<file path="config.mk">
export PLATFORM = sky130hd
export DESIGN_NAME = modbus_rtu_register_slave_unit
export DESIGN_NICKNAME = d
export VERILOG_FILES = /design/src/mrs_pkg.sv /design/src/modbus_rtu_register_slave_unit.sv
export VERILOG_INCLUDE_DIRS = /design/src /design/src/src
export SDC_FILE = /design/constraint.sdc
export NUM_CORES = 2
export LEC_CHECK = 0
export BUFFER_PORTS_ARGS = -buffer_cell sky130_fd_sc_hd__buf_4
export CAP_MARGIN = 10
export CELL_PAD_IN_SITES_DETAIL_PLACEMENT = 1
export CELL_PAD_IN_SITES_GLOBAL_PLACEMENT = 1
export CORE_UTILIZATION = 45
export CTS_CLUSTER_DIAMETER = 100
export DETAILED_ROUTE_END_ITERATION = 10
export PLACE_DENSITY_LB_ADDON = 0.2
export SLEW_MARGIN = 20
export SYNTH_ARGS = -nofsm -noshare
export SYNTH_HDL_FRONTEND = slang
export SYNTH_SLANG_ARGS = --single-unit
export TNS_END_PERCENT = 5
</file>
<file path="constraint.sdc">
create_clock -name clk -period 5 [get_ports clk]
set_clock_uncertainty 0.2 [all_clocks]
set_input_delay 0.25 -clock clk [delete_from_list [all_inputs] [get_ports clk]]
set_output_delay 0.25 -clock clk [all_outputs]
set_load 0.01 [all_outputs]
</file>
<file path="src/modbus_rtu_register_slave_unit_defines.svh">
// assertion macros for the modbus register slave
`ifndef MODBUS_RTU_REGISTER_SLAVE_UNIT_DEFINES_SVH
`define MODBUS_RTU_REGISTER_SLAVE_UNIT_DEFINES_SVH

// condition holds at every edge out of reset
`define MRS_ASSERT_ALWAYS(lbl, cond) \
	lbl: assert property (@(posedge clk) disable iff (!arst_n) (cond)) \
		else $error("mrs assertion failed");

// consequence holds in the cycle after the trigger
`define MRS_ASSERT_NEXT(lbl, trig, cons) \
	lbl: assert property (@(posedge clk) disable iff (!arst_n) (trig) |=> (cons)) \
		else $error("mrs assertion failed");

`endif

</file>
<file path="src/mrs_pkg.sv">
// shared types and constants of the modbus register slave
package mrs_pkg;

	typedef enum logic [10:0] {
		S_IDLE     = 11'b000_0000_0001,
		S_CHK_RD   = 11'b000_0000_0010,
		S_CHK_BYTE = 11'b000_0000_0100,
		S_CHK_NEXT = 11'b000_0000_1000,
		S_CRC      = 11'b000_0001_0000,
		S_DEC      = 11'b000_0010_0000,
		S_WR_RD    = 11'b000_0100_0000,
		S_WR_BYTE  = 11'b000_1000_0000,
		S_EMIT     = 11'b001_0000_0000,
		S_TXLO     = 11'b010_0000_0000,
		S_TXHI     = 11'b100_0000_0000
	} state_t;

	typedef enum logic [1:0] {
		K_EXC  = 2'd0,
		K_READ = 2'd1,
		K_ECHO = 2'd2,
		K_WM   = 2'd3
	} kind_t;

	localparam logic [1:0]  CFG_NODE_ADDR = 2'd0;
	localparam logic [1:0]  CFG_GAP       = 2'd1;
	localparam logic [1:0]  CFG_RO_MASK   = 2'd2;

	localparam logic [7:0]  FC_READ_HOLD   = 8'h03;
	localparam logic [7:0]  FC_WRITE_ONE   = 8'h06;
	localparam logic [7:0]  FC_WRITE_MULTI = 8'h10;
	localparam logic [7:0]  EXC_FLAG       = 8'h80;

	localparam logic [1:0]  EXC_FUNC  = 2'd1;
	localparam logic [1:0]  EXC_ADDR  = 2'd2;
	localparam logic [1:0]  EXC_VALUE = 2'd3;

	localparam logic [15:0] CRC_INIT = 16'hFFFF;
	localparam logic [15:0] CRC_POLY = 16'hA001;

	localparam int MIN_FRAME   = 5;
	localparam int MIN_REQ     = 8;
	localparam int MIN_WM_REQ  = 9;
	localparam int MAX_QTY     = 64;
	localparam int WM_DATA_OFS = 7;

endpackage

</file>
<file path="src/modbus_rtu_register_slave_unit.sv">
// modbus rtu slave with holding registers: top level
// a received byte or a non-closing tick is taken only in the idle state
// a closing tick reads each frame byte into one bit-serial crc unit, skipping the crc bytes
// then stores multiple-write data and emits each response byte once the output is free
// the next request is taken once the last response byte sits in the output register
// asynchronous reset clears the frame state and register store, sets config defaults
`include "modbus_rtu_register_slave_unit_defines.svh"
module modbus_rtu_register_slave_unit #(
	parameter int REG_COUNT = 16,
	parameter int RX_DEPTH  = 64
) (
	input  logic        clk,
	input  logic        arst_n,
	input  logic        cfg_we,
	input  logic [1:0]  cfg_index,
	input  logic [15:0] cfg_data,
	input  logic        in_valid,
	output logic        in_stall,
	input  logic        cmd,
	input  logic [7:0]  rx_byte,
	output logic        out_valid,
	input  logic        out_stall,
	output logic [7:0]  tx_byte,
	output logic        last
);

	localparam int AW  = $clog2(RX_DEPTH);
	localparam int LW  = $clog2(RX_DEPTH + 1);
	localparam int RW  = (REG_COUNT > 1) ? $clog2(REG_COUNT) : 1;
	localparam int CW  = $clog2(REG_COUNT + 1);
	localparam int RLW = $clog2(3 + 2 * REG_COUNT + 1);

	mrs_pkg::state_t state_q, ret_q;
	mrs_pkg::kind_t  kind_q;

	logic [7:0]  node_q, gap_q;
	logic [15:0] ro_mask_q;

	logic [7:0]  mem [RX_DEPTH];
	logic [7:0]  rd_q;
	logic [15:0] store_q [REG_COUNT];

	logic [LW-1:0]  flen_q, plen_q, idx_q;
	logic           receiving_q;
	logic [7:0]     idle_q;
	logic [15:0]    crc_q;
	logic [2:0]     bit_q;
	logic [7:0]     hdr_q [7];
	logic [7:0]     rxlo_q, rxhi_q, hi_q;
	logic [1:0]     code_q;
	logic [RLW-1:0] rlen_q, k_q;
	logic [RW-1:0]  rptr_q, wptr_q;
	logic [CW-1:0]  cnt_q;
	logic           half_q;
	logic           out_valid_q, last_q;
	logic [7:0]     tx_q;

	logic        acc, out_free, close;
	logic [7:0]  idle_inc;
	logic [7:0]  fc;
	logic [15:0] reg_w, qty_w;
	logic [16:0] reg_end;
	logic        addr_ok, crc_ok, range_bad, qty_bad, bc_bad, data_short, ro_hit;
	logic        short8, short9, ws_reg_bad;
	logic [5:0]  q_win;
	logic [31:0] win;
	logic [7:0]  gen_byte;
	logic [7:0]  crc_x;
	logic        store_we;
	logic [RW-1:0] store_wa;
	logic [15:0] store_wd;

	assign in_stall  = (state_q != mrs_pkg::S_IDLE);
	assign acc       = in_valid && !in_stall;
	assign out_free  = !out_valid_q || !out_stall;
	assign out_valid = out_valid_q;
	assign tx_byte   = tx_q;
	assign last      = last_q;

	assign idle_inc = (idle_q == 8'hFF) ? idle_q : idle_q + 8'd1;
	assign close    = acc && cmd && receiving_q && (idle_inc >= gap_q);

	// request decode
	assign fc         = hdr_q[1];
	assign reg_w      = {hdr_q[2], hdr_q[3]};
	assign qty_w      = {hdr_q[4], hdr_q[5]};
	assign reg_end    = {1'b0, reg_w} + {1'b0, qty_w};
	assign addr_ok    = (hdr_q[0] == node_q) || (hdr_q[0] == 8'd0);
	assign crc_ok     = ({rxhi_q, rxlo_q} == crc_q);
	assign range_bad  = reg_end > 17'(REG_COUNT);
	assign qty_bad    = (qty_w == 16'd0) || (qty_w > 16'(mrs_pkg::MAX_QTY));
	assign bc_bad     = {9'd0, hdr_q[6]} != {qty_w, 1'b0};
	assign data_short = (10'(hdr_q[6]) + 10'(mrs_pkg::MIN_WM_REQ)) > 10'(plen_q);
	assign short8     = plen_q < LW'(mrs_pkg::MIN_REQ);
	assign short9     = plen_q < LW'(mrs_pkg::MIN_WM_REQ);
	assign ws_reg_bad = reg_w >= 16'(REG_COUNT);
	assign q_win      = (fc == mrs_pkg::FC_WRITE_ONE) ? 6'd1 : qty_w[5:0];
	assign win        = ((32'd1 << q_win) - 32'd1) << reg_w[4:0];
	assign ro_hit     = |(win & {16'd0, ro_mask_q});

	// response byte generator
	always_comb begin
		if (k_q == RLW'(0)) begin
			gen_byte = (kind_q == mrs_pkg::K_ECHO) ? hdr_q[0] : node_q;
		end else if (k_q == RLW'(1)) begin
			gen_byte = (kind_q == mrs_pkg::K_EXC) ? (hdr_q[1] | mrs_pkg::EXC_FLAG) : hdr_q[1];
		end else if (k_q == RLW'(2)) begin
			case (kind_q)
				mrs_pkg::K_EXC:  gen_byte = 8'(code_q);
				mrs_pkg::K_READ: gen_byte = {qty_w[6:0], 1'b0};
				default:         gen_byte = hdr_q[2];
			endcase
		end else if (kind_q == mrs_pkg::K_READ) begin
			gen_byte = k_q[0] ? store_q[rptr_q][15:8] : store_q[rptr_q][7:0];
		end else begin
			gen_byte = hdr_q[k_q[2:0]];
		end
	end

	assign crc_x = (state_q == mrs_pkg::S_EMIT) ? gen_byte : rd_q;

	// register store write port
	always_comb begin
		store_we = 1'b0;
		store_wa = reg_w[RW-1:0];
		store_wd = qty_w;
		if (state_q == mrs_pkg::S_DEC && addr_ok && crc_ok && fc == mrs_pkg::FC_WRITE_ONE
				&& !short8 && !ws_reg_bad && !ro_hit) begin
			store_we = 1'b1;
		end else if (state_q == mrs_pkg::S_WR_BYTE && half_q) begin
			store_we = 1'b1;
			store_wa = wptr_q;
			store_wd = {hi_q, rd_q};
		end
	end

	always_ff @(posedge clk or negedge arst_n) begin
		if (!arst_n) begin
			for (int i = 0; i < REG_COUNT; i++) begin
				store_q[i] <= 16'd0;
			end
		end else if (store_we) begin
			store_q[store_wa] <= store_wd;
		end
	end

	// frame buffer
	always_ff @(posedge clk) begin
		if (acc && !cmd && flen_q < LW'(RX_DEPTH)) begin
			mem[flen_q[AW-1:0]] <= rx_byte;
		end
		rd_q <= mem[idx_q[AW-1:0]];
	end

	// configuration
	always_ff @(posedge clk or negedge arst_n) begin
		if (!arst_n) begin
			node_q    <= 8'd1;
			gap_q     <= 8'd2;
			ro_mask_q <= 16'd0;
		end else if (cfg_we) begin
			unique case (cfg_index)
				mrs_pkg::CFG_NODE_ADDR: node_q    <= cfg_data[7:0];
				mrs_pkg::CFG_GAP:       gap_q     <= cfg_data[7:0];
				mrs_pkg::CFG_RO_MASK:   ro_mask_q <= cfg_data;
				default: ;
			endcase
		end
	end

	// sequencer
	always_ff @(posedge clk or negedge arst_n) begin
		if (!arst_n) begin
			state_q     <= mrs_pkg::S_IDLE;
			ret_q       <= mrs_pkg::S_IDLE;
			kind_q      <= mrs_pkg::K_EXC;
			flen_q      <= '0;
			plen_q      <= '0;
			idx_q       <= '0;
			receiving_q <= 1'b0;
			idle_q      <= 8'd0;
			crc_q       <= mrs_pkg::CRC_INIT;
			bit_q       <= 3'd0;
			for (int i = 0; i < 7; i++) begin
				hdr_q[i] <= 8'd0;
			end
			rxlo_q      <= 8'd0;
			rxhi_q      <= 8'd0;
			hi_q        <= 8'd0;
			code_q      <= mrs_pkg::EXC_FUNC;
			rlen_q      <= '0;
			k_q         <= '0;
			rptr_q      <= '0;
			wptr_q      <= '0;
			cnt_q       <= '0;
			half_q      <= 1'b0;
			out_valid_q <= 1'b0;
			last_q      <= 1'b0;
			tx_q        <= 8'd0;
		end else begin
			if (out_valid_q && !out_stall) begin
				out_valid_q <= 1'b0;
			end
			unique case (state_q)
				mrs_pkg::S_IDLE: begin
					if (acc && !cmd) begin
						if (flen_q < LW'(RX_DEPTH)) begin
							flen_q <= flen_q + LW'(1);
						end
						receiving_q <= 1'b1;
						idle_q      <= 8'd0;
					end else if (acc && receiving_q) begin
						idle_q <= idle_inc;
						if (close) begin
							plen_q      <= flen_q;
							flen_q      <= '0;
							receiving_q <= 1'b0;
							idle_q      <= 8'd0;
							idx_q       <= '0;
							crc_q       <= mrs_pkg::CRC_INIT;
							if (flen_q >= LW'(mrs_pkg::MIN_FRAME)) begin
								state_q <= mrs_pkg::S_CHK_RD;
							end
						end
					end
				end
				mrs_pkg::S_CHK_RD: begin
					state_q <= mrs_pkg::S_CHK_BYTE;
				end
				mrs_pkg::S_CHK_BYTE: begin
					if (idx_q < LW'(7)) begin
						hdr_q[idx_q[2:0]] <= rd_q;
					end
					if (idx_q == plen_q - LW'(2)) begin
						rxlo_q <= rd_q;
					end
					if (idx_q == plen_q - LW'(1)) begin
						rxhi_q <= rd_q;
					end
					if (idx_q < plen_q - LW'(2)) begin
						crc_q   <= crc_q ^ {8'd0, crc_x};
						bit_q   <= 3'd0;
						ret_q   <= mrs_pkg::S_CHK_NEXT;
						state_q <= mrs_pkg::S_CRC;
					end else begin
						state_q <= mrs_pkg::S_CHK_NEXT;
					end
				end
				mrs_pkg::S_CHK_NEXT: begin
					if (idx_q == plen_q - LW'(1)) begin
						state_q <= mrs_pkg::S_DEC;
					end else begin
						idx_q   <= idx_q + LW'(1);
						state_q <= mrs_pkg::S_CHK_RD;
					end
				end
				mrs_pkg::S_CRC: begin
					crc_q <= crc_q[0] ? ((crc_q >> 1) ^ mrs_pkg::CRC_POLY) : (crc_q >> 1);
					bit_q <= bit_q + 3'd1;
					if (bit_q == 3'd7) begin
						state_q <= ret_q;
					end
				end
				mrs_pkg::S_DEC: begin
					k_q    <= '0;
					rptr_q <= reg_w[RW-1:0];
					rlen_q <= RLW'(3);
					kind_q <= mrs_pkg::K_EXC;
					state_q <= mrs_pkg::S_EMIT;
					if (!addr_ok || !crc_ok) begin
						state_q <= mrs_pkg::S_IDLE;
					end else begin
						unique case (fc)
							mrs_pkg::FC_READ_HOLD: begin
								if (short8) begin
									code_q <= mrs_pkg::EXC_FUNC;
								end else if (qty_bad) begin
									code_q <= mrs_pkg::EXC_VALUE;
								end else if (range_bad) begin
									code_q <= mrs_pkg::EXC_ADDR;
								end else begin
									kind_q <= mrs_pkg::K_READ;
									rlen_q <= RLW'(3) + {qty_w[RLW-2:0], 1'b0};
								end
							end
							mrs_pkg::FC_WRITE_ONE: begin
								if (short8) begin
									code_q <= mrs_pkg::EXC_FUNC;
								end else if (ws_reg_bad || ro_hit) begin
									code_q <= mrs_pkg::EXC_ADDR;
								end else begin
									kind_q <= mrs_pkg::K_ECHO;
									rlen_q <= RLW'(6);
								end
							end
							mrs_pkg::FC_WRITE_MULTI: begin
								if (short9) begin
									code_q <= mrs_pkg::EXC_FUNC;
								end else if (qty_bad || bc_bad || data_short) begin
									code_q <= mrs_pkg::EXC_VALUE;
								end else if (range_bad || ro_hit) begin
									code_q <= mrs_pkg::EXC_ADDR;
								end else begin
									kind_q  <= mrs_pkg::K_WM;
									rlen_q  <= RLW'(6);
									idx_q   <= LW'(mrs_pkg::WM_DATA_OFS);
									wptr_q  <= reg_w[RW-1:0];
									cnt_q   <= qty_w[CW-1:0];
									half_q  <= 1'b0;
									state_q <= mrs_pkg::S_WR_RD;
								end
							end
							default: begin
								code_q <= mrs_pkg::EXC_FUNC;
							end
						endcase
					end
					crc_q <= mrs_pkg::CRC_INIT;
				end
				mrs_pkg::S_WR_RD: begin
					state_q <= mrs_pkg::S_WR_BYTE;
				end
				mrs_pkg::S_WR_BYTE: begin
					idx_q   <= idx_q + LW'(1);
					half_q  <= !half_q;
					state_q <= mrs_pkg::S_WR_RD;
					if (!half_q) begin
						hi_q <= rd_q;
					end else begin
						wptr_q <= wptr_q + RW'(1);
						cnt_q  <= cnt_q - CW'(1);
						if (cnt_q == CW'(1)) begin
							state_q <= mrs_pkg::S_EMIT;
						end
					end
				end
				mrs_pkg::S_EMIT: begin
					if (k_q == rlen_q) begin
						state_q <= mrs_pkg::S_TXLO;
					end else if (out_free) begin
						out_valid_q <= 1'b1;
						tx_q        <= gen_byte;
						last_q      <= 1'b0;
						crc_q       <= crc_q ^ {8'd0, crc_x};
						bit_q       <= 3'd0;
						k_q         <= k_q + RLW'(1);
						if (kind_q == mrs_pkg::K_READ && k_q >= RLW'(4) && !k_q[0]) begin
							rptr_q <= rptr_q + RW'(1);
						end
						ret_q   <= mrs_pkg::S_EMIT;
						state_q <= mrs_pkg::S_CRC;
					end
				end
				mrs_pkg::S_TXLO: begin
					if (out_free) begin
						out_valid_q <= 1'b1;
						tx_q        <= crc_q[7:0];
						last_q      <= 1'b0;
						state_q     <= mrs_pkg::S_TXHI;
					end
				end
				mrs_pkg::S_TXHI: begin
					if (out_free) begin
						out_valid_q <= 1'b1;
						tx_q        <= crc_q[15:8];
						last_q      <= 1'b1;
						state_q     <= mrs_pkg::S_IDLE;
					end
				end
				default: begin
					state_q <= mrs_pkg::S_IDLE;
				end
			endcase
		end
	end

	`MRS_ASSERT_ALWAYS(a_flen_bound, flen_q <= LW'(RX_DEPTH))
	`MRS_ASSERT_NEXT(a_byte_opens, acc && !cmd, receiving_q && idle_q == 8'd0)
	`MRS_ASSERT_NEXT(a_close_clears, close, !receiving_q && flen_q == '0)

endmodule
</file>
==> flow_metrics.tcl <==
set metrics [dict create \
    yosysTopAreaCell "edfxtp_1" \
    synth_flop_cell "edfxtp_1" \
    r2r_slack_ns 0.008 \
    fp.dieArea_mm2 0.105 \
    p_sw_uw 5610 \
    n_antenna_cell 0 \
    relSlewSlack_pct 27.3 \
    cts-root-buf "clkbuf_16" \
    peakVddDrop_uv 337 \
    fp.dieW_um 324 \
    grt_max_degree 137 \
    powerDensity_mw_per_mm2 378 \
    finalHoldViolations 5 \
    worst_slew_pin_slew_ns 1.09 \
    power.share.clock_pct 41.1 \
    ioPinCount 43 \
    syn_nets 3872 \
    fmax_mhz 200 \
    gp_congestion 0.931 \
    overflow 0 \
    netlist_area_mm2 0.0467 \
    finalCritPeriodShare_pct 99.8 \
    seq_power_share_pct 45.5 \
    switching_share_pct 27.4 \
    synth_area_leaders "edfxtp_1 (33%), dfrtp_1 (24%), mux4_2 (4.8%)" \
    rsz0062_at_grt "yes" \
    stdcell_area_mm2 0.0540 \
    drive_gt1_share_pct 20.9 \
    hold_class "primary input to asynchronous set/reset pin" \
    ys_seq_elements 991 \
    num_rows 117 \
    drtAntennaViolNets 0 \
    grt_first_pass_wirelength_mm 236 \
    clkSinkCount 991 \
    vias 34300 \
    setup_viol 0 \
    end_kind "flop" \
    fin_nets 4020 \
    port_buffers 42 \
    final_util_pct 52.8 \
    holdWs_ns -0.00626 \
    clockBufferDepth 3 \
    wl_mm 157 \
    final_common_cell "edfxtp_1" \
    grt_pass1_vias 35900 \
    synthArstFlopShare_pct 47.5 \
    viasPerCell 6.37 \
    critical_path_class "flop to flop" \
    synthCells 3780 \
    synthDistinctLibCells 102 \
    yosysTopAreaCellShare_pct 32.9 \
    violations "negative hold slack" \
    crit_fanout 9 \
    synth-seq-area-share_pct 58.6 \
    postPlaceCellArea_mm2 0.0498 \
    initial_utilization_pct 45.6 \
    htreeDepth 3 \
    hpwl_mm 103 \
    p_int_uw 14800 \
    comb_power_share_pct 13.4 \
    grt_antenna_before_repair 1 \
    drtPass1Iterations 5 \
    grt_util_all_layers_pct 30.1 \
    total_power_uw 20400 \
    crit_required_ns 5.40 \
    wl_per_cell_um 29.1 \
    drtIter0Drc 3039 \
    r2r_start "fc[3]" \
    core_mm2 0.102 \
    run_status "finished, violations left" \
    layout_common_cells "edfxtp_1 (512), dfrtp_1 (444), nand2_1 (285)" \
    cts_buffers 107 \
    clkTransAtPathRegs_ns 0.06 \
    avgSynthCellArea_um2 12.4 \
    cts_tree "done" \
    clock_latency_ns 0.72 \
    min_period_ns 4.99 \
    route.detailed.drc 0 \
    rr_endpoint "store_q[179]" \
    die_h_um 324 \
    max_cap_violations 0 \
    area_delta_synth_final_pct 15.7 \
    synth_edf_count 512 \
    arrival_ns 5.39 \
    ys_warn_count 0 \
    rr_worst_depth 16 \
    p_leak_uw 0.0211 \
    worst_setup_path_start_kind "flop" \
    report.final.slew_viol_count 0 \
]
[flip-flops by register name, summed over array words and instances (netlist names), 7 cells and up]
signal / flops
crc_q: 16
fc: 8
flen_q: 7
gap_q: 8
hdr_q: 48
hi_q: 8
idle_q: 8
idx_q: 7
mem: 512
node_q: 8
plen_q: 7
rd_q: 8
ro_mask_q: 16
rxhi_q: 8
rxlo_q: 8
state_q: 11
store_q: 256
tx_byte: 8
[kinds of logic after synthesis]
| group | synth area share (%) |
|---|---|
| multiplexers | 11.0 |
| flip-flops | 58.6 |
| adder cells (fa/ha/maj) | 1.62 |
| XOR/XNOR | 1.44 |
| buffers and inverters | 2.99 |
| AO/OA/AOI/OAI | 12.7 |
| AND/OR/NAND/NOR | 11.6 |
[how the worst max path moves through the flow]
| stage | endpoint | slack (ns) | start | cells after the start |
|---|---|---|---|---|
| 6_report | store_q[179] | 0.008 | fc[3] | 16 |
| 5_1_grt | store_q[35] | -0.13 | fc[3] | 16 |
| 4_1_cts | store_q[20] | -0.02 | fc[3] | 16 |
| 3_5_place_dp | store_q[156] | -0.21 | fc[3] | 14 |
| 3_3_place_gp | store_q[140] | -0.08 | fc[3] | 14 |
| 2_1_floorplan | store_q[117] | 0.05 | fc[3] | 18 |
[what timing repair did]
| item | in CTS | in global routing |
|---|---|---|
| gates cloned | 0 | 0 |
| hold buffers | 40 | 0 |
| endpoints found under the setup margin | 172 | 235 |
| gates resized for setup | 4 | 9 |
| buffers inserted | 3 | 2 |
| endpoints found under the hold margin | 671 | 0 |
| pin swaps | 6 | 7 |
[per-stage QoR]
| step | setup WS [ns] | std cells | setup TNS (ns) |
|---|---|---|---|
| after detailed placement | -0.212 | 5142 | -12.54 |
| after CTS | -0.0155 | 5386 | -0.0155 |
| after floorplan | 0.0481 | 3780 | 0 |
| after global placement | -0.0822 | 5142 | -3.43 |
| final | 0.00775 | 5388 | 0 |
| after global routing | -0.131 | 5388 | -8.66 |
[cell usage after synthesis (30+ instances only)]
cell type  instances
nand3_1           77
xnor2_1           52
o21ai_0          138
ha_1              59
nor4_1            32
o211ai_1          30
inv_1             55
mux2_2           174
nor2_1           232
buf_1             39
a221oi_1          64
nor3_1           191
clkbuf_1         212
buf_2             31
nand2_1          285
nand4_1           49
edfxtp_1         512
mux2i_1           59
a22oi_1          109
mux4_2            99
a31oi_1          137
a21oi_1          156
dfrtp_1          450
a22o_1            40
[layout make-up]
cell class,instances,area [um2]
multi-input combinational,2439,18100
fill,10300,48300
sequential,991,27400
inverter,59,221
clock buffer,143,2910
tap,1368,1710
clock inverter,58,759
timing repair buffer,330,3000
[power groups by stage]
stage	Clock, uW	Sequential (uW)	Combinational (uW)
floorplan	0	9210	1640
global placement	0	9430	2620
detailed placement	0	9430	2690
CTS	8490	9280	2750
global route	8760	9310	2960
finish	8390	9290	2750
[per-layer routing]
metal / part of all wire [%] / GRT usage, % / wire length, um
met5: 0.0083 / 0 / 13
met1: 42 / 40.0 / 65700
met2: 49 / 50.4 / 77000
met4: 3.6 / 10.8 / 5600
met3: 5.4 / 3.87 / 8460
[worst max-delay path, cell delays in order (launching register included)]
cell	delay, ns
dfrtp_1	0.37
or4_4	0.55
o2111ai_2	0.23
ha_2	0.28
buf_4	0.14
nor4bb_1	0.18
o21ai_0	0.11
o31a_1	0.26
a31o_2	0.28
a311oi_2	0.25
nor4b_4	0.44
nand4_1	0.35
o31ai_4	0.34
buf_12	0.17
and2_1	0.17
buf_4	0.20
mux2_2	0.36
(Power assumes the default switching activity.)
